`src/rtl/core/dins_pkg.sv`:
```
package dins_pkg;

    localparam int PIX_W       = 4;
    localparam int MAX_COLS    = 32;
    localparam int COL_W       = $clog2(MAX_COLS);
    localparam int MAX_ROWS    = 1024;
    localparam int ROW_W       = $clog2(MAX_ROWS);
    localparam int ROWS_REG_W  = 11;
    localparam int COLS_REG_W  = 6;
    localparam int CFG_W       = 11;
    localparam int CFG_IDX_W   = 1;
    localparam int RAW_AW      = COL_W + 1;
    localparam int RAW_DEPTH   = 2 * MAX_COLS;
    localparam int SUM_W       = 7;
    localparam int MAG_W       = 6;
    localparam int CNT_W       = 3;
    localparam int DIV3_MUL    = 43;
    localparam int DIV3_SHIFT  = 7;
    localparam int PROD_W      = MAG_W + DIV3_SHIFT;

    localparam logic [ROWS_REG_W-1:0] ROWS_RST = ROWS_REG_W'(6);
    localparam logic [COLS_REG_W-1:0] COLS_RST = COLS_REG_W'(8);

    localparam logic [CFG_IDX_W-1:0] CFG_IDX_ROWS = 1'b0;
    localparam logic [CFG_IDX_W-1:0] CFG_IDX_COLS = 1'b1;

    typedef struct packed {
        logic              clr;
        logic              acc;
        logic [PIX_W-1:0]  v;
        logic [PIX_W-1:0]  nb;
    } t_alu_cmd;

    typedef struct packed {
        logic              raw_we;
        logic [RAW_AW-1:0] raw_waddr;
        logic [PIX_W-1:0]  raw_wdata;
        logic [RAW_AW-1:0] raw_raddr;
        logic              sm_we;
        logic [COL_W-1:0]  sm_waddr;
        logic [PIX_W-1:0]  sm_wdata;
        logic [COL_W-1:0]  sm_raddr;
    } t_lbuf_ctl;

    function automatic logic [MAG_W-1:0] dins_div_cnt(input logic [MAG_W-1:0] mag,
                                                       input logic [CNT_W-1:0] cnt);
        logic [PROD_W-1:0] prod;
        logic [MAG_W-1:0]  q;
        prod = PROD_W'(mag) * PROD_W'(DIV3_MUL);
        case (cnt)
            CNT_W'(2): q = mag >> 1;
            CNT_W'(3): q = prod[DIV3_SHIFT +: MAG_W];
            CNT_W'(4): q = mag >> 2;
            default:   q = mag;
        endcase
        return q;
    endfunction

endpackage

```
`src/rtl/core/dins_pix_if.sv`:
```
interface dins_pix_if import dins_pkg::*; ();
    logic             valid;
    logic             ready;
    logic [PIX_W-1:0] pixel;

    modport source (output valid, output pixel, input ready);
    modport sink   (input valid, input pixel, output ready);
endinterface

```
`src/rtl/core/dins_res_if.sv`:
```
interface dins_res_if import dins_pkg::*; ();
    logic             valid;
    logic             ready;
    logic [PIX_W-1:0] value;
    logic [ROW_W-1:0] row_index;
    logic [COL_W-1:0] col_index;
    logic             last;

    modport source (output valid, output value, output row_index, output col_index,
                    output last, input ready);
    modport sink   (input valid, input value, input row_index, input col_index,
                    input last, output ready);
endinterface

```
`src/rtl/core/dins_lbuf.sv`:
```
module dins_lbuf import dins_pkg::*; (
    input  logic             i_clk,
    input  t_lbuf_ctl        i_ctl,
    output logic [PIX_W-1:0] o_raw_q,
    output logic [PIX_W-1:0] o_sm_q
);

    logic [PIX_W-1:0] r_raw_mem [RAW_DEPTH];
    logic [PIX_W-1:0] r_sm_mem  [MAX_COLS];
    logic [PIX_W-1:0] r_raw_q;
    logic [PIX_W-1:0] r_sm_q;

    always_ff @(posedge i_clk) begin
        if (i_ctl.raw_we) begin
            r_raw_mem[i_ctl.raw_waddr] <= i_ctl.raw_wdata;
        end
        r_raw_q <= r_raw_mem[i_ctl.raw_raddr];
    end

    always_ff @(posedge i_clk) begin
        if (i_ctl.sm_we) begin
            r_sm_mem[i_ctl.sm_waddr] <= i_ctl.sm_wdata;
        end
        r_sm_q <= r_sm_mem[i_ctl.sm_raddr];
    end

    assign o_raw_q = r_raw_q;
    assign o_sm_q  = r_sm_q;

endmodule

```
`src/rtl/core/dins_alu.sv`:
```
module dins_alu import dins_pkg::*; (
    input  logic             i_clk,
    input  logic             i_rst_n,
    input  t_alu_cmd         i_cmd,
    output logic [PIX_W-1:0] o_res
);

    logic signed [SUM_W-1:0] r_sum, n_sum;
    logic [MAG_W-1:0]        r_abs, n_abs;
    logic [CNT_W-1:0]        r_cnt, n_cnt;

    logic signed [PIX_W:0]   w_diff;
    logic [PIX_W-1:0]        w_adiff;
    logic [SUM_W-1:0]        w_mag;
    logic [MAG_W-1:0]        w_quot;
    logic                    w_apply;

    assign w_diff  = $signed({1'b0, i_cmd.v}) - $signed({1'b0, i_cmd.nb});
    assign w_adiff = w_diff[PIX_W] ? PIX_W'(-w_diff) : PIX_W'(w_diff);

    always_comb begin
        n_sum = r_sum;
        n_abs = r_abs;
        n_cnt = r_cnt;
        if (i_cmd.clr) begin
            n_sum = '0;
            n_abs = '0;
            n_cnt = '0;
        end else if (i_cmd.acc) begin
            n_sum = r_sum + SUM_W'(w_diff);
            n_abs = r_abs + MAG_W'(w_adiff);
            n_cnt = r_cnt + CNT_W'(1);
        end
    end

    always_ff @(posedge i_clk) begin
        if (!i_rst_n) begin
            r_sum <= '0;
            r_abs <= '0;
            r_cnt <= '0;
        end else begin
            r_sum <= n_sum;
            r_abs <= n_abs;
            r_cnt <= n_cnt;
        end
    end

    assign w_mag   = r_sum[SUM_W-1] ? SUM_W'(-r_sum) : SUM_W'(r_sum);
    assign w_quot  = dins_div_cnt(w_mag[MAG_W-1:0], r_cnt);
    assign w_apply = (r_cnt != '0) && (r_abs > MAG_W'(r_cnt));

    always_comb begin
        o_res = i_cmd.v;
        if (w_apply) begin
            if (r_sum[SUM_W-1]) begin
                o_res = i_cmd.v + w_quot[PIX_W-1:0];
            end else begin
                o_res = i_cmd.v - w_quot[PIX_W-1:0];
            end
        end
    end

endmodule

```
`src/rtl/core/dins_seq.sv`:
```
module dins_seq import dins_pkg::*; (
    input  logic                  i_clk,
    input  logic                  i_rst_n,
    input  logic                  i_cfg_we,
    input  logic [CFG_IDX_W-1:0]  i_cfg_idx,
    input  logic [CFG_W-1:0]      i_cfg_data,
    dins_pix_if.sink              i_pix,
    dins_res_if.source            o_res,
    input  logic [PIX_W-1:0]      i_raw_q,
    input  logic [PIX_W-1:0]      i_sm_q,
    input  logic [PIX_W-1:0]      i_alu_res,
    output t_lbuf_ctl             o_lbuf,
    output t_alu_cmd              o_alu
);

    typedef enum logic [8:0] {
        S_IDLE  = 9'b000000001,
        S_ISSUE = 9'b000000010,
        S_LOAD  = 9'b000000100,
        S_LEFT  = 9'b000001000,
        S_RIGHT = 9'b000010000,
        S_UP    = 9'b000100000,
        S_DOWN  = 9'b001000000,
        S_OUT   = 9'b010000000,
        S_END   = 9'b100000000
    } t_state;

    t_state                r_state, n_state;
    logic [ROWS_REG_W-1:0] r_rows, n_rows;
    logic [COLS_REG_W-1:0] r_cols, n_cols;
    logic [ROW_W-1:0]      r_row, n_row;
    logic [COL_W-1:0]      r_col, n_col;
    logic                  r_sel, n_sel;
    logic                  r_burst, n_burst;
    logic [PIX_W-1:0]      r_left, n_left;
    logic                  r_out_valid, n_out_valid;

    logic [PIX_W-1:0]      r_pix, n_pix;
    logic [PIX_W-1:0]      r_v, n_v;
    logic [PIX_W-1:0]      r_up, n_up;
    logic [PIX_W-1:0]      r_right, n_right;
    logic [PIX_W-1:0]      r_out_value, n_out_value;
    logic [ROW_W-1:0]      r_out_row, n_out_row;
    logic [COL_W-1:0]      r_out_col, n_out_col;
    logic                  r_out_last, n_out_last;

    logic [ROWS_REG_W-1:0] w_rows;
    logic [COLS_REG_W-1:0] w_cols;
    logic                  w_col_last;
    logic                  w_row_last;
    logic                  w_bank;
    logic                  w_in_ready;

    always_comb begin
        if (r_rows == '0) begin
            w_rows = ROWS_REG_W'(1);
        end else if (r_rows > ROWS_REG_W'(MAX_ROWS)) begin
            w_rows = ROWS_REG_W'(MAX_ROWS);
        end else begin
            w_rows = r_rows;
        end
        if (r_cols == '0) begin
            w_cols = COLS_REG_W'(1);
        end else if (r_cols > COLS_REG_W'(MAX_COLS)) begin
            w_cols = COLS_REG_W'(MAX_COLS);
        end else begin
            w_cols = r_cols;
        end
    end

    assign w_col_last = (COLS_REG_W'(r_col) + COLS_REG_W'(1)) >= w_cols;
    assign w_row_last = (ROWS_REG_W'(r_row) + ROWS_REG_W'(1)) >= w_rows;
    assign w_bank     = r_burst ? r_sel : ~r_sel;
    assign w_in_ready = (r_state == S_IDLE);

    always_comb begin
        n_state     = r_state;
        n_rows      = r_rows;
        n_cols      = r_cols;
        n_row       = r_row;
        n_col       = r_col;
        n_sel       = r_sel;
        n_burst     = r_burst;
        n_left      = r_left;
        n_pix       = r_pix;
        n_v         = r_v;
        n_up        = r_up;
        n_right     = r_right;
        n_out_value = r_out_value;
        n_out_row   = r_out_row;
        n_out_col   = r_out_col;
        n_out_last  = r_out_last;
        n_out_valid = r_out_valid && !o_res.ready;

        o_lbuf           = '0;
        o_lbuf.raw_waddr = {r_sel, r_col};
        o_lbuf.raw_wdata = i_pix.pixel;
        o_lbuf.raw_raddr = {w_bank, r_col};
        o_lbuf.sm_waddr  = r_col;
        o_lbuf.sm_wdata  = i_alu_res;
        o_lbuf.sm_raddr  = r_col;

        o_alu     = '0;
        o_alu.v   = r_v;
        o_alu.nb  = r_left;

        unique case (r_state)
            S_IDLE: begin
                if (i_pix.valid) begin
                    n_pix         = i_pix.pixel;
                    o_lbuf.raw_we = 1'b1;
                    n_state       = (r_row != '0) ? S_ISSUE : S_END;
                end
            end
            S_ISSUE: begin
                o_alu.clr = 1'b1;
                n_state   = S_LOAD;
            end
            S_LOAD: begin
                n_v              = i_raw_q;
                n_up             = i_sm_q;
                o_lbuf.raw_raddr = {w_bank, r_col + COL_W'(1)};
                n_state          = S_LEFT;
            end
            S_LEFT: begin
                n_right   = i_raw_q;
                o_alu.acc = (r_col != '0);
                o_alu.nb  = r_left;
                n_state   = S_RIGHT;
            end
            S_RIGHT: begin
                o_alu.acc = !w_col_last;
                o_alu.nb  = r_right;
                n_state   = S_UP;
            end
            S_UP: begin
                o_alu.acc = r_burst ? (r_row != '0) : (r_row > ROW_W'(1));
                o_alu.nb  = r_up;
                n_state   = S_DOWN;
            end
            S_DOWN: begin
                o_alu.acc = !r_burst;
                o_alu.nb  = r_pix;
                n_state   = S_OUT;
            end
            S_OUT: begin
                if (!r_out_valid || o_res.ready) begin
                    n_out_valid  = 1'b1;
                    n_out_value  = i_alu_res;
                    n_out_row    = r_burst ? r_row : r_row - ROW_W'(1);
                    n_out_col    = r_col;
                    n_out_last   = r_burst && w_col_last;
                    o_lbuf.sm_we = 1'b1;
                    n_left       = i_alu_res;
                    n_state      = S_END;
                end
            end
            S_END: begin
                if (r_burst) begin
                    if (w_col_last) begin
                        n_burst = 1'b0;
                        n_row   = '0;
                        n_col   = '0;
                        n_state = S_IDLE;
                    end else begin
                        n_col   = r_col + COL_W'(1);
                        n_state = S_ISSUE;
                    end
                end else if (w_col_last) begin
                    n_col = '0;
                    if (w_row_last) begin
                        n_burst = 1'b1;
                        n_state = S_ISSUE;
                    end else begin
                        n_row   = r_row + ROW_W'(1);
                        n_sel   = ~r_sel;
                        n_state = S_IDLE;
                    end
                end else begin
                    n_col   = r_col + COL_W'(1);
                    n_state = S_IDLE;
                end
            end
            default: begin
                n_state = S_IDLE;
            end
        endcase

        if (i_cfg_we) begin
            unique case (i_cfg_idx)
                CFG_IDX_ROWS: n_rows = i_cfg_data[ROWS_REG_W-1:0];
                CFG_IDX_COLS: n_cols = i_cfg_data[COLS_REG_W-1:0];
                default: ;
            endcase
            n_row = '0;
            n_col = '0;
        end
    end

    always_ff @(posedge i_clk) begin
        if (!i_rst_n) begin
            r_state     <= S_IDLE;
            r_rows      <= ROWS_RST;
            r_cols      <= COLS_RST;
            r_row       <= '0;
            r_col       <= '0;
            r_sel       <= 1'b0;
            r_burst     <= 1'b0;
            r_left      <= '0;
            r_out_valid <= 1'b0;
        end else begin
            r_state     <= n_state;
            r_rows      <= n_rows;
            r_cols      <= n_cols;
            r_row       <= n_row;
            r_col       <= n_col;
            r_sel       <= n_sel;
            r_burst     <= n_burst;
            r_left      <= n_left;
            r_out_valid <= n_out_valid;
        end
    end

    always_ff @(posedge i_clk) begin
        r_pix       <= n_pix;
        r_v         <= n_v;
        r_up        <= n_up;
        r_right     <= n_right;
        r_out_value <= n_out_value;
        r_out_row   <= n_out_row;
        r_out_col   <= n_out_col;
        r_out_last  <= n_out_last;
    end

    assign i_pix.ready     = w_in_ready;
    assign o_res.valid     = r_out_valid;
    assign o_res.value     = r_out_value;
    assign o_res.row_index = r_out_row;
    assign o_res.col_index = r_out_col;
    assign o_res.last      = r_out_last;

endmodule

```
`src/rtl/core/digit_image_neighbor_smoothing.sv`:
```
// Four-neighbor smoothing of a digit image streamed in row-major order.
// i_pix carries one raw pixel per request; o_res carries one smoothed pixel
// per request with its row, column and a last flag on the final pixel.
// i_cfg_we/i_cfg_idx/i_cfg_data write the row count (index 0) and column
// count (index 1); any write restarts the image. Write only while idle.
// Pixels of the first row are only stored. Every later pixel releases the
// result of the pixel above it through the issue, load, left, right, up,
// down, output and end states; no new pixel is taken until idle again.
// The final pixel of the image also releases the whole last row.
// The rate is set by the shared accumulate unit, which takes one neighbor
// difference per cycle, and by the single read port of each line buffer.
// Reset: 6 rows by 8 columns, counters at the start of an image.
// A finished result waits in the output register; while it is stalled the
// sequencer holds before writing the next one and i_pix.ready stays low.
module digit_image_neighbor_smoothing import dins_pkg::*; (
    input  logic                 i_clk,
    input  logic                 i_rst_n,
    input  logic                 i_cfg_we,
    input  logic [CFG_IDX_W-1:0] i_cfg_idx,
    input  logic [CFG_W-1:0]     i_cfg_data,
    dins_pix_if.sink             i_pix,
    dins_res_if.source           o_res
);

    t_lbuf_ctl        w_lbuf;
    t_alu_cmd         w_alu;
    logic [PIX_W-1:0] w_raw_q;
    logic [PIX_W-1:0] w_sm_q;
    logic [PIX_W-1:0] w_alu_res;

    dins_seq u_seq (
        .i_clk      (i_clk),
        .i_rst_n    (i_rst_n),
        .i_cfg_we   (i_cfg_we),
        .i_cfg_idx  (i_cfg_idx),
        .i_cfg_data (i_cfg_data),
        .i_pix      (i_pix),
        .o_res      (o_res),
        .i_raw_q    (w_raw_q),
        .i_sm_q     (w_sm_q),
        .i_alu_res  (w_alu_res),
        .o_lbuf     (w_lbuf),
        .o_alu      (w_alu)
    );

    dins_lbuf u_lbuf (
        .i_clk   (i_clk),
        .i_ctl   (w_lbuf),
        .o_raw_q (w_raw_q),
        .o_sm_q  (w_sm_q)
    );

    dins_alu u_alu (
        .i_clk   (i_clk),
        .i_rst_n (i_rst_n),
        .i_cmd   (w_alu),
        .o_res   (w_alu_res)
    );

endmodule

```
`src/flat_wrapper.sv`:
```
// flat-port wrapper written by rule: the top's interface ports become plain ports
module digit_image_neighbor_smoothing_flat import dins_pkg::*;
  (i_clk, i_rst_n, i_cfg_we, i_cfg_idx, i_cfg_data, i_pix_valid, i_pix_pixel, i_pix_ready, o_res_valid, o_res_value, o_res_row_index, o_res_col_index, o_res_last, o_res_ready);
  dins_pix_if i_pix_i ();
  dins_res_if o_res_i ();
  input  logic i_clk;
  input  logic i_rst_n;
  input  logic i_cfg_we;
  input  logic [CFG_IDX_W-1:0] i_cfg_idx;
  input  logic [CFG_W-1:0] i_cfg_data;
  input wire logic [$bits(i_pix_i.valid)-1:0] i_pix_valid;
  input wire logic [$bits(i_pix_i.pixel)-1:0] i_pix_pixel;
  output wire logic [$bits(i_pix_i.ready)-1:0] i_pix_ready;
  output wire logic [$bits(o_res_i.valid)-1:0] o_res_valid;
  output wire logic [$bits(o_res_i.value)-1:0] o_res_value;
  output wire logic [$bits(o_res_i.row_index)-1:0] o_res_row_index;
  output wire logic [$bits(o_res_i.col_index)-1:0] o_res_col_index;
  output wire logic [$bits(o_res_i.last)-1:0] o_res_last;
  input wire logic [$bits(o_res_i.ready)-1:0] o_res_ready;
  assign i_pix_i.valid = i_pix_valid;
  assign i_pix_i.pixel = i_pix_pixel;
  assign i_pix_ready = i_pix_i.ready;
  assign o_res_valid = o_res_i.valid;
  assign o_res_value = o_res_i.value;
  assign o_res_row_index = o_res_i.row_index;
  assign o_res_col_index = o_res_i.col_index;
  assign o_res_last = o_res_i.last;
  assign o_res_i.ready = o_res_ready;
  digit_image_neighbor_smoothing u_core (.i_clk(i_clk), .i_rst_n(i_rst_n), .i_cfg_we(i_cfg_we), .i_cfg_idx(i_cfg_idx), .i_cfg_data(i_cfg_data), .i_pix(i_pix_i), .o_res(o_res_i));
endmodule
```
`config.mk`:
```
export PLATFORM = sky130hd
export DESIGN_NAME = digit_image_neighbor_smoothing_flat
export DESIGN_NICKNAME = d
export VERILOG_FILES = /design/src/rtl/core/dins_pkg.sv /design/src/rtl/core/dins_pix_if.sv /design/src/rtl/core/dins_res_if.sv /design/src/rtl/core/dins_lbuf.sv /design/src/rtl/core/dins_alu.sv /design/src/rtl/core/dins_seq.sv /design/src/rtl/core/digit_image_neighbor_smoothing.sv /design/src/flat_wrapper.sv
export SDC_FILE = /design/constraint.sdc
export NUM_CORES = 1
export LEC_CHECK = 0
export ABC_AREA = 0
export BUFFER_PORTS_ARGS = -buffer_cell sky130_fd_sc_hd__buf_2
export CELL_PAD_IN_SITES_DETAIL_PLACEMENT = 1
export CELL_PAD_IN_SITES_GLOBAL_PLACEMENT = 1
export CORE_MARGIN = 1
export CORE_UTILIZATION = 48
export DETAILED_ROUTE_END_ITERATION = 7
export PLACE_DENSITY = 0.82
export RECOVER_POWER = 100
export SYNTH_ARGS = -nofsm -noshare
export SYNTH_HDL_FRONTEND = slang
export SYNTH_HIERARCHICAL = 1
export SYNTH_SLANG_ARGS = --single-unit
```
`constraint.sdc`:
```
create_clock -name i_clk -period 5.94 [get_ports i_clk]
set_input_delay 1.782 -clock i_clk [delete_from_list [all_inputs] [get_ports i_clk]]
set_output_delay 1.782 -clock i_clk [all_outputs]
set_load 0.02 [all_outputs]
```
# After elaboration in Yosys (flattened, before gate mapping)
# Memory sizes are Yosys's and may differ from the RTL's. A register that Yosys moved wholly into a read port is not among the register bits.
# Cells that the tools add are included.
# op_classes
add_sub_neg	13
multipliers	1
div	0
order_cmp	6
eq_ne	15
shift	0
mux	43
n_bitwise	5
reduce_logical	22
# op_table
operator	count
case mux 9 bit (9 select lines)	1
two-way mux 10 bit	5
two-way mux 9 bit	5
case mux 4 bit (3 select lines)	2
two-way mux 11 bit	2
two-way mux 6 bit	3
two-way mux 1 bit	17
two-way mux 4 bit	3
adder 10 x 1 -> 11 bit, second input constant	1
greater-or-equal comparator 11 bit	1
> comparator 11 bit, second input constant	1
logical NOT 11 bit	1
multiplier 6 x 6 -> 11 bit, second input constant	1
adder 10 x 1 -> 10 bit, second input constant	1
> comparator 10 x 1 -> 1 bit, second input constant	1
two-way mux 5 bit	2
AND reduction 2 bit	5
nonzero test 10 bit	1
subtractor 10 x 1 -> 10 bit, second input constant	1
equality test 9 x 1 -> 1 bit, second input constant	1
equality test 9 x 2 -> 1 bit, second input constant	1
equality test 9 x 3 -> 1 bit, second input constant	1
equality test 9 x 4 -> 1 bit, second input constant	1
equality test 9 x 5 -> 1 bit, second input constant	1
32 further kinds	46
# totals
regBits	100
latchBits	0
ramBits	384
rom_bits	0
in_bits	21
out_inout_bits	22
word_cells	127
mem_count	2
# mem_list
memory	depth	width	read_ports	rd_ports_with_merged_regs	write_ports	line	rtl
u_core.u_lbuf.r_raw_mem	64	4	1	1	1	dins_lbuf.sv:8	logic [PIX_W-1:0] r_raw_mem [RAW_DEPTH];
u_core.u_lbuf.r_sm_mem	32	4	1	1	1	dins_lbuf.sv:9	logic [PIX_W-1:0] r_sm_mem [MAX_COLS];

# Longest topological paths before layout
# Gate-level depths: netlist of run 1.
# depth
word_depth	8
depth_mapped	28
mapped_depth_nobuf	27

# Modules after synthesis
# Netlist of run 1, hierarchy kept.
# modules_own_cells
mod	n_inst	cells_per_inst	area_per_inst_um2	seq_area_each_um2
dins_lbuf	1	745	15346.0	11691.2
dins_seq	1	457	4374.2	2042.0
dins_alu	1	276	2349.8	320.3

# Worst setup path before layout of run 1
# Ideal clock, no wire load.
# synth_path
path_kind	register to register
startpoint	reg u_core.u_alu.r_sum[0]
endpoint	mem u_core.u_lbuf.r_sm_mem[0][3], data pin
setup_time_ns	0.172
t_arrival_ns	5.541
t_required_ns	5.768
setup_slack_ns	0.227
stages_incl_launch_ff	23
cell_sequence	dfxtp_1 > or3_2 > o31ai_1 > xnor2_1 > inv_1 > fa_1 > fa_1 > inv_1 > ha_1 > o21ai_0 > nor2b_1 > or4b_1 > and3_4 > ha_1 > nor2_1 > a21oi_1 > ha_1 > a21o_1 > a21oi_1 > xnor2_1 > mux2i_1 > xnor2_1 > buf_4
# synth_between
elab_chain_cells	7
word_cells_on_any_way	8
classes_between	3 x add/sub; 1 x mul; 4 x mux
# synth_lines
element	line	rtl
start, declared	dins_alu.sv:8	logic signed [SUM_W-1:0] r_sum, n_sum;
start signal, assigned	dins_alu.sv:42	r_sum <= n_sum;
negator 6 bit	dins_alu.sv:48	assign w_mag = r_sum[SUM_W-1] ? SUM_W'(-r_sum) : SUM_W'(r_sum);
two-way mux 6 bit *	dins_alu.sv:48	
multiplier 6 x 6 -> 11 bit	dins_pkg.sv:49	prod = PROD_W'(mag) * PROD_W'(DIV3_MUL);
case mux 4 bit (3 select lines) *	dins_pkg.sv:50	case (cnt)
subtractor 4 bit or adder 4 bit (tied branches)	dins_alu.sv:58, dins_alu.sv:56	
two-way mux 4 bit *	dins_alu.sv:55	if (r_sum[SUM_W-1]) begin
two-way mux 4 bit *	dins_alu.sv:54	if (w_apply) begin
via u_core.w_alu_res[3]	digit_image_neighbor_smoothing.sv:29	logic [PIX_W-1:0] w_alu_res;
end, declared	dins_lbuf.sv:9	
# The timed path passes the listed nets; every way through them passes the cells marked *.

# Final worst setup path of run 1
# layout_path
startpoint	reg u_core.u_alu.r_sum[0]
endpoint	reg u_core.u_seq.r_left[3]
# layout_between
elab_chain_cells	7
word_cells_on_any_way	8
classes_between	3 x add/sub; 1 x mul; 4 x mux
# layout_lines
element	line	rtl
negator 6 bit	dins_alu.sv:48	
two-way mux 6 bit *	dins_alu.sv:48	
multiplier 6 x 6 -> 11 bit	dins_pkg.sv:49	
case mux 4 bit (3 select lines) *	dins_pkg.sv:50	
subtractor 4 bit or adder 4 bit (tied branches)	dins_alu.sv:58, dins_alu.sv:56	
two-way mux 4 bit *	dins_alu.sv:55	
two-way mux 4 bit *	dins_alu.sv:54	
via u_core.w_alu_res[3]	digit_image_neighbor_smoothing.sv:29	
end signal, assigned	dins_seq.sv:219	r_left <= n_left;
end, declared	dins_seq.sv:35	logic [PIX_W-1:0] r_left, n_left;
# Marks and branches as above.
# A chain may end at the register's enable or synchronous reset.

==> results of run 1 <==
==> flip-flops by register name (all words and copies together), names as in the netlist, 5 cells and up <==
signal / count
u_core/u_lbuf/r_raw_mem: 256
u_core/u_lbuf/r_sm_mem: 128
u_core/u_seq/r_rows: 11
u_core/u_seq/o_res.row_index: 10
u_core/u_seq/r_row: 10
u_core/u_seq/r_state: 9
u_core/u_alu/r_sum: 7
u_core/u_alu/r_abs: 6
u_core/u_seq/r_cols: 6
u_core/u_seq/o_res.col_index: 5
u_core/u_seq/r_col: 5
==> stage by stage <==
stage	utilization, %	setup WS [ps]	TNS [ps]	std cells
after detailed placement	50.4	-159	-2770	2065
final	55.2	-88.8	-896	2187
after floorplan	-	227	0	1478
after global placement	50.4	111	0	2065
after global routing	55.2	-198	-4060	2187
after CTS	54.6	-14.1	-77.5	2173
==> kinds of logic (layout without fill, tap and decap cells) <==
kind of cell             count (synthesis)  in the layout
AO/OA/AOI/OAI                          170            170
multiplexers                           144            144
buffers and inverters                  131            240
AND/OR/NAND/NOR                        411            411
flip-flops                             492            492
XOR/XNOR                                52             52
adder cells (fa/ha/maj)                 78             78
==> layer usage <==
metal	GRT usage, %	wire [um]
met5	0	0
met4	9.84	2350
met3	4.35	3430
met2	42.0	29100
met1	29.9	21900
==> worst max-delay path: stages (launching register included) <==
cell     delay [ps]
dfxtp_4         380
or3_4           400
o31ai_4         260
xnor2_2         160
inv_2           100
xnor2_1         260
ha_1            240
inv_1            80
fa_1            580
inv_2            60
ha_4            270
o21ai_2          60
nor2b_4         140
or4b_1          460
and3_4          200
ha_4            270
nor2_2           40
a21oi_2         140
ha_1            260
a21o_1          190
a21oi_2         190
xnor2_2         130
mux2i_4         220
xnor2_4         480
buf_12          200
mux2i_1          80
nor2_1           90
==> layout by cell type (no fill, tap or decap), types with 42 or more instances in the layout <==
cell,instances
edfxtp_1,420
nor2_1,159
nand2_1,105
mux4_2,101
dfxtp_1,68
ha_1,64
clkbuf_16,53
a21oi_1,49
buf_4,44
buf_2,42
inv_1,42
==> repair_timing <==
item / 4_1_cts / 5_1_grt
setup endpoints to repair: 61 / 68
buffers inserted: 14 / 13
hold buffers: 0 / 0
gates cloned: 3 / 2
resized for setup: 21 / 32
pin swaps: 11 / 19
==> final cells by class <==
| cell class | instances | share of cell area (%) |
|---|---|---|
| Tap cell | 600 | 3.00 |
| Sequential cell | 492 | 56.1 |
| Clock buffer | 59 | 5.25 |
| Multi-Input combinational cell | 855 | 30.5 |
| Clock inverter | 32 | 1.45 |
| Inverter | 50 | 0.749 |
| Timing Repair Buffer | 99 | 2.90 |
==> where the power goes <==
group | switching [mW] | internal, mW
Sequential | 0.0161 | 3.74
Clock | 1.37 | 1.86
Combinational | 0.130 | 0.0649
Total | 1.52 | 5.67
==> final timing paths <==
check                                              from                endpoint  cells after the start
worst max register to register    u_core/u_alu/r_sum[0]  u_core/u_seq/r_left[3]                     26
worst min register to register  u_core/u_lbuf/o_sm_q[3]    u_core/u_seq/r_up[3]                      0
worst min-delay path            u_core/u_lbuf/o_sm_q[3]    u_core/u_seq/r_up[3]                      0
worst max-delay path              u_core/u_alu/r_sum[0]  u_core/u_seq/r_left[3]                     26
==> summary.txt, run 1 <==
Status
  • Status: complete, but fails checks
  • Failing checks: capacitance limit, slew limit, setup timing

Cells and area
  • ANT cells: 0
  • Final instance area: 0.0251 mm^2
  • Synth-to-layout area growth: 13.5%
  • Flip-flop and latch area: roughly 0.014 mm^2
  • Fraction of layout cells with a size suffix above 1: approximately 23%
  • Fillers: between 4k and 5k
  • Multi-input logic area: 0.00765 mm^2
  • NumNets Final: 1648

Setup path
  • Max FO, Critical Path: 6
  • Reg2Reg Setup Slack: -90 ps
  • Critical Path Start Type: flip-flop
  • Nature of the critical path endpoint: flip-flop
  • CP Data Arrival Time: around 6600 ps
  • Worst Path Class, Setup: reg -> reg
  • CP required: 6470 ps

Floorplanning
  • I/O pin count: between 40 and 50
  • Starting Density: 48.6%
  • Die width: 216 um
  • Core Box Area: 0.0454 mm^2
  • Cell Rows: 78
  • Die height: 216 um
  • Die ar.: 0.0468 mm^2

Logic synthesis
  • Post-Syn Area per Cell: 14.9 um^2
  • Post-Synthesis Cell Area: ~0.022 mm^2
  • Number of flops mapped to enable cells by yosys: 420
  • Synth Area in Adders: 4.69%
  • Synth area leaders: edfxtp_1 (57%), mux4_2 (10%), dfxtp_1 (6.5%)
  • Post-synth top cells: edfxtp_1 (420), nor2_1 (162), nand2_1 (105), mux4_2 (101), dfxtp_1 (72)
  • Mux contribution to synthesized area: between 10% and 20%
  • Largest area contributor in the synthesized netlist: edfxtp_1
  • Largest family of logic cells by synthesized area: multiplexers
  • Post-synthesis sequential area ratio: roughly 64%
  • Syn_nets: 1577
  • Dominant synthesized flop cell: edfxtp_1
  • Synth Area in XOR/XNOR: under 10%
  • Most common cell in the synthesized netlist: edfxtp_1
  • Post-synth top area share: 57.1%
  • Syn Inst Count: approximately 1.5k
  • Post-synth ARST share: 0%
  • Synth Area in Compound Gates: under 10%
  • Post-Synth Simple-Gate Area: 9.04%
  • Yosys warnings: 6
  • Cell variety after synth: 85
  • Synth Register Bits: 492

Detailed routing
  • 1st-iter DRT viols: 1212
  • # DRC: 0
  • Routed Antenna Nets: 0
  • Routed via count: roughly 13k
  • Drt wl/cell: 25.9 um
  • Final wirelength: around 57 mm
  • Avg Vias per Cell: 6.09
  • Drt first pass iters: 5

CTS
  • CTS H-Tree Depth: 2
  • Clk_lat worst skew: approximately 610 ps
  • CTS clk-pin slew, worst paths: ~60 ps
  • CTS tree: done
  • Clock root cell: clkbuf_16
  • # clock sinks: a little under 500
  • CTS buffer count: 51
  • Clock Path Buffers: 3

Min path
  • HP Class: reg -> reg

Timing
  • Shortest period the worst path allows: 6030 ps
  • Clock Skew: 29.7 ps
  • Hold_ws: approximately 420 ps
  • Final Cycle Share: 101%
  • Max-slew headroom: -61.1%
  • Worst Tran Pin Value: approximately 2400 ps
  • Fmax: between 150 and 200 MHz
  • Setup violators final: 25
  • Post-route setup slack: -88.8 ps
  • RSZ-0062 raised after global routing: true
  • Final Max Tran Viols: 122
  • Hold Vio Cnt, Final: 0

GRT
  • First-pass GRT wire length: 85.6 mm
  • Initial antenna violation count: 0
  • Vias in the first global route: 14.1k
  • Largest net degree at the start of global routing: between 60 and 70
  • GRT overflow: 0
  • GRT Util Overall: 24.2%

Placement
  • Final GP Congestion: 0.813
  • Placed cell area: 0.0229 mm^2
  • Input/output buffers: 42
  • DP HPWL: around 34 mm

Pwr
  • Pleak: 8.46 nW
  • Peak VDD IR: 0.252 mV
  • Pwr dens: 287 mW/mm^2
  • Tot Pwr: 7.19 mW

Job
  • Maxcap violations: 4
Note: power is estimated with default switching activity, not from simulation.
==> inputs of run 2 (changes only) <==
--- a/config.mk
+++ b/config.mk
@@ -16,5 +16,4 @@
 export RECOVER_POWER = 100
 export SYNTH_ARGS = -nofsm -noshare
 export SYNTH_HDL_FRONTEND = slang
-export SYNTH_HIERARCHICAL = 1
 export SYNTH_SLANG_ARGS = --single-unit
==> run 2 against run 1 <==
Combinational power increased by 5%. Clock power about the same. Critical path depth increased by 2. Critical path type unchanged. Total power increased by 0.20%. Critical endpoint is now u_core.u_lbuf.r_sm_mem[21][3]. The run ends with capacitance limit, slew limit left.
==> summary.txt, run 2 <==
Status
  • Status: complete, but fails checks (unchanged)
  • Failing checks: capacitance limit, slew limit (was capacitance limit, slew limit, setup timing)

Logic synthesis
  • Post-Syn Area per Cell: 14.2 um^2 (was 14.9 um^2)
  • Largest area contributor in the synthesized netlist: edfxtp_1 (unchanged)
  • Synth Area in XOR/XNOR: 2.35% (was 2.10%)
  • Post-synth top cells: edfxtp_1 (420), nor2_1 (175), nand2_1 (110), dfxtp_1 (72), ha_1 (72) (was edfxtp_1 (420), nor2_1 (162), nand2_1 (105), mux4_2 (101), dfxtp_1 (72))
  • Mux contribution to synthesized area: 7.63% (was 12.4%)
  • Post-Synthesis Cell Area: 0.0216 mm^2 (was 0.0221 mm^2)
  • Synth Area in Adders: 4.91% (was 4.69%)
  • Syn_nets: 1625 (was 1577)
  • Post-Synth Simple-Gate Area: 9.45% (was 9.04%)
  • Yosys warnings: 0 (was 6)
  • Number of flops mapped to enable cells by yosys: 420 (unchanged)
  • Synth area leaders: edfxtp_1 (58%), dfxtp_1 (6.7%), mux4_2 (6.0%) (was edfxtp_1 (57%), mux4_2 (10%), dfxtp_1 (6.5%))
  • Post-synthesis sequential area ratio: 65.0% (was 63.7%)
  • Most common cell in the synthesized netlist: edfxtp_1 (unchanged)
  • Post-synth top area share: 58.4% (was 57.1%)
  • Cell variety after synth: 73 (was 85)
  • Post-synth ARST share: 0% (unchanged)
  • Synth Area in Compound Gates: 8.31% (was 5.24%)
  • Largest family of logic cells by synthesized area: simple AND/OR/NAND/NOR gates (was multiplexers)
  • Dominant synthesized flop cell: edfxtp_1 (unchanged)
  • Synth Register Bits: 492 (unchanged)
  • Syn Inst Count: 1524 (was 1478)

Floorplanning
  • I/O pin count: 43 (unchanged)
  • Die height: 214 um (was 216 um)
  • Core Box Area: 0.0443 mm^2 (was 0.0454 mm^2)
  • Die ar.: 0.0459 mm^2 (was 0.0468 mm^2)
  • Cell Rows: 77 (was 78)
  • Die width: 214 um (was 216 um)
  • Starting Density: 48.8% (was 48.6%)

Job
  • Maxcap violations: 7 (was 4)

Detailed routing
  • Routed Antenna Nets: 0 (unchanged)
  • # DRC: 0 (unchanged)
  • Routed via count: 13.6k (was 13.3k)
  • Drt first pass iters: 6 (was 5)
  • Avg Vias per Cell: 6.04 (was 6.09)
  • Drt wl/cell: 25.1 um (was 25.9 um)
  • Final wirelength: 56.2 mm (was 56.7 mm)
  • 1st-iter DRT viols: 1210 (was 1212)

Timing
  • Worst Tran Pin Value: 3040 ps (was 2420 ps)
  • Setup TNS after final layout: 0 ps (was -896 ps)
  • Shortest period the worst path allows: 5700 ps (was 6030 ps)
  • Final Max Tran Viols: 316 (was 122)
  • RSZ-0062 raised after global routing: true (unchanged)
  • Hold Vio Cnt, Final: 0 (unchanged)
  • Max-slew headroom: -102% (was -61.1%)
  • Fmax: 175 MHz (was 166 MHz)
  • Clock Skew: 22.9 ps (was 29.7 ps)
  • Setup violators final: 0 (was 25)
  • Final Cycle Share: 96.0% (was 101%)

Placement
  • Final GP Congestion: 0.847 (was 0.813)
  • DP HPWL: 35.7 mm (was 34.5 mm)
  • Placed cells: 2138 (was 2065)
  • Input/output buffers: 42 (unchanged)
  • Placed cell area: 0.0227 mm^2 (was 0.0229 mm^2)

GRT
  • Largest net degree at the start of global routing: 66 (unchanged)
  • Initial antenna violation count: 0 (unchanged)
  • GRT overflow: 0 (unchanged)
  • GRT Util Overall: 24.6% (was 24.2%)
  • Vias in the first global route: 14.7k (was 14.1k)
  • First-pass GRT wire length: 86.4 mm (was 85.6 mm)

Min path
  • HP Class: reg -> reg (unchanged)

Cells and area
  • Most frequent cells in the layout: edfxtp_1 (420), nor2_1 (175), nand2_1 (110), dfxtp_1 (70), a22oi_1 (69) (was edfxtp_1 (420), nor2_1 (159), nand2_1 (105), mux4_2 (101), dfxtp_1 (68))
  • Fraction of layout cells with a size suffix above 1: 14.8% (was 22.6%)
  • Synth-to-layout area growth: 13.6% (was 13.5%)
  • NumNets Final: 1712 (was 1648)
  • Commonest non-fill, non-tap cell in the layout: edfxtp_1 (unchanged)
  • Max reg flops: 256 (unchanged)
  • Fillers: 4282 (was 4319)
  • Most flops, register: u_core.u_lbuf.r_raw_mem (was u_core/u_lbuf/r_raw_mem)
  • Biggest regs: u_core.u_lbuf.r_raw_mem: 256 flops, u_core.u_lbuf.r_sm_mem: 128 flops, u_core.u_seq.r_rows: 11 flops (was u_core/u_lbuf/r_raw_mem: 256 flops, u_core/u_lbuf/r_sm_mem: 128 flops, u_core/u_seq/r_rows: 11 flops)
  • Post-layout util: 55.4% (was 55.2%)
  • Post-route insts no fill: 2242 (was 2187)
  • ANT cells: 0 (unchanged)
  • Final instance area: 0.0245 mm^2 (was 0.0251 mm^2)

CTS
  • Hold Buf Count CTS: 0 (unchanged)
  • Clock Path Buffers: 3 (unchanged)
  • Clock root cell: clkbuf_16 (unchanged)
  • CTS buffer count: 51 (unchanged)
  • CTS H-Tree Depth: 2 (unchanged)
  • CTS tree: done (unchanged)
  • Clk_lat worst skew: 610 ps (about the same)
  • # clock sinks: 492 (unchanged)
  • CTS clk-pin slew, worst paths: 70 ps (was 60 ps)

Setup path
  • Max FO, Critical Path: 17 (was 6)
  • CP max stage cell: fa_1 (unchanged)
  • CP Data Arrival Time: 6040 ps (was 6560 ps)
  • Nature of the critical path endpoint: flip-flop (unchanged)
  • Critical Path Start Type: flip-flop (unchanged)
  • CP top delay family: adder cells (unchanged)
  • Worst Path Class, Setup: reg -> reg (unchanged)
  • CP required: 6280 ps (was 6470 ps)
  • Crit path buf inv count: 7 (was 4)
  • Slowest stage delay, CP: 570 ps (was 580 ps)

Pwr
  • Peak VDD IR: 0.222 mV (was 0.252 mV)
  • Tot Pwr: 7.20 mW (was 7.19 mW)
  • Pwr dens: 293 mW/mm^2 (was 287 mW/mm^2)
  • Pleak: 8.50 nW (was 8.46 nW)
[run 2: changes by cell type in the layout (fill, tap and decap cells not counted), moves of 18 or more]
cell and delta:
a22o_1 +18, a22oi_1 +65, buf_2 -28, clkbuf_1 +34, mux2_2 -21, mux4_2 -43
[run 2: area by class of cell]
type | instances | area (um^2) | share of cell area (%)
sequential | 492 | 14100 | 57.3
inverter | 53 | 200 | 0.816
clock inverter | 30 | 339 | 1.38
multi-input combinational | 911 | 7230 | 29.5
timing repair buffer | 102 | 651 | 2.65
clock buffer | 62 | 1320 | 5.37
tap | 592 | 741 | 3.02
[run 2: worst register-to-register path: cells and delay by family (launching register included)]
family          cells  cell delay, ps
compound gates      7             950
xor+xnor            3             510
fa+ha+maj           7            2280
buf+inv             7             720
flops               1             360
mux                 2             480
simple gates        2             130
[run 2: cells by family after synthesis]
family                   count (synthesis)
flip-flops                             492
adder cells (fa/ha/maj)                 80
AND/OR/NAND/NOR                        438
XOR/XNOR                                52
buffers and inverters                  122
AO/OA/AOI/OAI                          258
multiplexers                            82
[run 2: path summary, 6_finish.rpt]
check	from	to	slack [ps]	cells after the start
max	u_core.u_alu.r_sum[1]	u_core.u_lbuf.r_sm_mem[21][3]	240	28
min	u_core.u_lbuf.o_sm_q[1]	u_core.u_seq.r_up[1]	410	0
max reg2reg	u_core.u_alu.r_sum[1]	u_core.u_lbuf.r_sm_mem[21][3]	240	28
min reg2reg	u_core.u_lbuf.o_sm_q[1]	u_core.u_seq.r_up[1]	410	0
[run 2: what timing repair did]
item | 4_1_cts | 5_1_grt
setup buffers | 9 | 3
pin swaps | 1 | 8
cloned | 1 | 0
endpoints found under the setup margin | 34 | 68
resized for setup | 7 | 20
[run 2: layer usage]
metal,up-vias,share of wire (%),routed length (um),global-route usage (%)
li1,5977,-,-,-
met1,6954,40,22300,31.1
met2,513,51,28400,42.3
met3,107,6.8,3830,4.89
met4,0,2.9,1630,7.98
met5,-,0,0,0
[run 2: stage by stage]
step / hold WS, ps / worst slack, ps
final: 408 / 236
after global routing: 408 / -68.7
after detailed placement: 398 / -501
after CTS: 404 / 22.8
after global placement: 390 / -87.0
after floorplan: 386 / 63.6
[run 2: power by group]
part	leakage [nW]	internal, mW	switching (mW)
clock	0.787	1.85	1.38
sequential	4.37	3.75	0.0176
combinational	3.35	0.0627	0.140
total	8.50	5.67	1.53
==> inputs of run 3 (changes only) <==
--- a/config.mk
+++ b/config.mk
@@ -9,7 +9,7 @@
 export BUFFER_PORTS_ARGS = -buffer_cell sky130_fd_sc_hd__buf_2
 export CELL_PAD_IN_SITES_DETAIL_PLACEMENT = 1
 export CELL_PAD_IN_SITES_GLOBAL_PLACEMENT = 1
-export CORE_MARGIN = 1
+export CORE_MARGIN = 8
 export CORE_UTILIZATION = 48
 export DETAILED_ROUTE_END_ITERATION = 7
 export PLACE_DENSITY = 0.82
==> run 3 against run 2 <==
The run still ends with capacitance limit, slew limit left. Worst setup slack worse by 120 ps. Sequential share of layout area up 0.12 points. Core utilization shrank 0.11 points. Routed wire length decreased by 0.57%. Clock skew rose by 14 ps. Maximum frequency is 2.1% lower. Hold slack about the same. Clock power down 5%.
==> summary.txt, run 3 (same netlist as run 2, synthesis figures left out) <==
Cells and area
  • Fraction of layout cells with a size suffix above 1: 14.5% (was 14.8%)
  • ANT cells: 0 (unchanged)
  • NumNets Final: 1706 (was 1712)
  • Most flops, register: u_core.u_lbuf.r_raw_mem (unchanged)
  • Biggest regs: u_core.u_lbuf.r_raw_mem: 256 flops, u_core.u_lbuf.r_sm_mem: 128 flops, u_core.u_seq.r_rows: 11 flops (unchanged)
  • Synth-to-layout area growth: 13.3% (was 13.6%)
  • Max reg flops: 256 (unchanged)
  • Fillers: 4261 (was 4282)
  • Final instance area: 0.0245 mm^2 (about the same)
  • Commonest non-fill, non-tap cell in the layout: edfxtp_1 (unchanged)
  • Most frequent cells in the layout: edfxtp_1 (420), nor2_1 (174), nand2_1 (110), dfxtp_1 (70), a22oi_1 (69) (was edfxtp_1 (420), nor2_1 (175), nand2_1 (110), dfxtp_1 (70), a22oi_1 (69))

Setup path
  • Crit-path most repeated cell: ha_1
  • CP required: 6290 ps (was 6280 ps)
  • Critical Path Start Type: flip-flop (unchanged)
  • Nature of the critical path endpoint: flip-flop (unchanged)
  • Reg2Reg Setup Slack: 110 ps (was 240 ps)
  • CP Data Arrival Time: 6180 ps (was 6040 ps)
  • Worst Path Class, Setup: reg -> reg (unchanged)
  • Max FO, Critical Path: 7 (was 17)
  • CP max stage cell: fa_1 (unchanged)
  • Slowest stage delay, CP: 490 ps (was 570 ps)

CTS
  • CTS tree: done (unchanged)
  • # clock sinks: 492 (unchanged)
  • Hold Buf Count CTS: 0 (unchanged)
  • CTS H-Tree Depth: 2 (unchanged)
  • Clock Path Buffers: 3 (unchanged)
  • CTS buffer count: 50 (was 51)
  • Clock root cell: clkbuf_16 (unchanged)
  • CTS clk-pin slew, worst paths: 60 ps (was 70 ps)
  • Clk_lat worst skew: 630 ps (was 610 ps)

GRT
  • Vias in the first global route: 14.4k (was 14.7k)
  • GRT overflow: 0 (unchanged)
  • Initial antenna violation count: 0 (unchanged)
  • First-pass GRT wire length: 86.0 mm (was 86.4 mm)
  • GRT Util Overall: 20.9% (was 24.6%)
  • Largest net degree at the start of global routing: 66 (unchanged)

Detailed routing
  • Drt first pass iters: 6 (unchanged)
  • Final wirelength: 55.9 mm (was 56.2 mm)
  • # DRC: 0 (unchanged)
  • Routed via count: 13.5k (was 13.6k)
  • Avg Vias per Cell: 6.05 (was 6.04)
  • 1st-iter DRT viols: 1243 (was 1210)
  • Drt wl/cell: 25.0 um (was 25.1 um)
  • Routed Antenna Nets: 0 (unchanged)

Timing
  • Fmax: 172 MHz (was 175 MHz)
  • Final Max Tran Viols: 324 (was 316)
  • Worst Tran Pin Value: 3050 ps (was 3040 ps)
  • RSZ-0062 raised after global routing: true (unchanged)
  • Setup violators final: 0 (unchanged)
  • Hold Vio Cnt, Final: 0 (unchanged)
  • Shortest period the worst path allows: 5830 ps (was 5700 ps)
  • Clock Skew: 36.5 ps (was 22.9 ps)
  • Post-route setup slack: 112 ps (was 236 ps)
  • Max-slew headroom: -103% (was -102%)
  • Setup TNS after final layout: 0 ps (unchanged)
  • Final Cycle Share: 98.1% (was 96.0%)

Pwr
  • Psw: 1.51 mW (was 1.53 mW)
  • Comb power frac: 2.9% (was 2.8%)
  • Internal: 5.53 mW (was 5.67 mW)
  • Sw Ratio: 21.5% (was 21.3%)
  • Pleak: 8.49 nW (was 8.50 nW)
  • Peak VDD IR: 0.210 mV (was 0.222 mV)
  • Share of power burned in registers: 53.5% (was 52.4%)
  • Tot Pwr: 7.05 mW (was 7.20 mW)
  • Pwr dens: 288 mW/mm^2 (was 293 mW/mm^2)
  • Clock share of power: 43.6% (was 44.8%)

Floorplanning
  • Die width: 228 um (was 214 um)
  • I/O pin count: 43 (unchanged)
  • Cell Rows: 77 (unchanged)
  • Core Box Area: 0.0443 mm^2 (unchanged)
  • Starting Density: 48.8% (unchanged)
  • Die ar.: 0.0521 mm^2 (was 0.0459 mm^2)
  • Die height: 228 um (was 214 um)

Placement
  • Input/output buffers: 42 (unchanged)
  • Placed cell area: 0.0227 mm^2 (about the same)
  • Final GP Congestion: 0.840 (was 0.847)
  • DP HPWL: 36.0 mm (was 35.7 mm)
  • Pre-CTS WS: -366 ps (was -501 ps)

Min path
  • HP Class: reg -> reg (unchanged)

Job
  • Maxcap violations: 6 (was 7)

Status
  • Failing checks: capacitance limit, slew limit (unchanged)
  • Status: complete, but fails checks (unchanged)
==> run 3: changes by cell type in the layout (fill, tap and decap cells not counted), sizes merged <==
cell / delta
inv: -2
clkinvlp: -5
clkbuf: +2
clkinv: +7
buf: -3
bufinv: -3
==> run 3: metrics by stage <==
stage,utilization (%),hold slack [ps],instances
after floorplan,-,386,1524
after global placement,51.2,392,2134
after detailed placement,51.2,396,2134
after CTS,55.0,410,2230
after global routing,55.3,424,2238
final,55.3,408,2238
==> run 3: final timing paths <==
kind	endpoint	cells after the start	from
setup / recovery	u_core.u_lbuf.r_sm_mem[1][3]	25	u_core.u_alu.r_sum[0]
hold / removal	u_core.u_seq.r_up[3]	0	u_core.u_lbuf.o_sm_q[3]
setup reg to reg	u_core.u_lbuf.r_sm_mem[1][3]	25	u_core.u_alu.r_sum[0]
hold reg to reg	u_core.u_seq.r_up[3]	0	u_core.u_lbuf.o_sm_q[3]
==> run 3: metal layers <==
| metal | wire [um] | up-vias | track usage (%) |
|---|---|---|---|
| met5 | 0 | - | 0 |
| met4 | 1780 | 0 | 7.70 |
| met3 | 3580 | 125 | 3.41 |
| met2 | 28200 | 527 | 36.1 |
| met1 | 22300 | 6920 | 26.3 |
| li1 | - | 5958 | - |
==> run 3: worst max-delay path, delay by kind of cell (launching register included) <==
family                     cells  cell delay (ps)
adders and majority gates      7             2020
muxes                          2              510
and+or+nand+nor                2              230
DFF                            1              340
buffers and inverters          4              530
AOI/OAI and AO/OA              6             1110
xor gates and xnor gates       4              830
==> run 3: cell type report <==
type                            count  area [um^2]  area share, %
Clock buffer                       66         1320           5.39
Clock inverter                     27          277           1.13
Tap cell                          592          741           3.02
Timing Repair Buffer               97          654           2.67
Inverter                           53          200          0.817
Sequential cell                   492        14100           57.4
Multi-Input combinational cell    911         7240           29.6
==> run 3: what timing repair did <==
action / CTS / global route
gates cloned: 1 / 1
buffers inserted: 2 / 9
endpoints found under the hold margin: 0 / 0
pin swaps: 0 / 15
setup endpoints to repair: 33 / 34
gates resized for setup: 3 / 23
==> run 3: power by group through the flow <==
| stage | clock (mW) | combinational [mW] | sequential, mW |
|---|---|---|---|
| after floorplan | 0 | 0.127 | 3.83 |
| after global placement | 0 | 0.197 | 3.84 |
| after detailed placement | 0 | 0.208 | 3.84 |
| after CTS | 3.12 | 0.210 | 3.77 |
| after global routing | 3.23 | 0.224 | 3.77 |
| final | 3.07 | 0.204 | 3.77 |
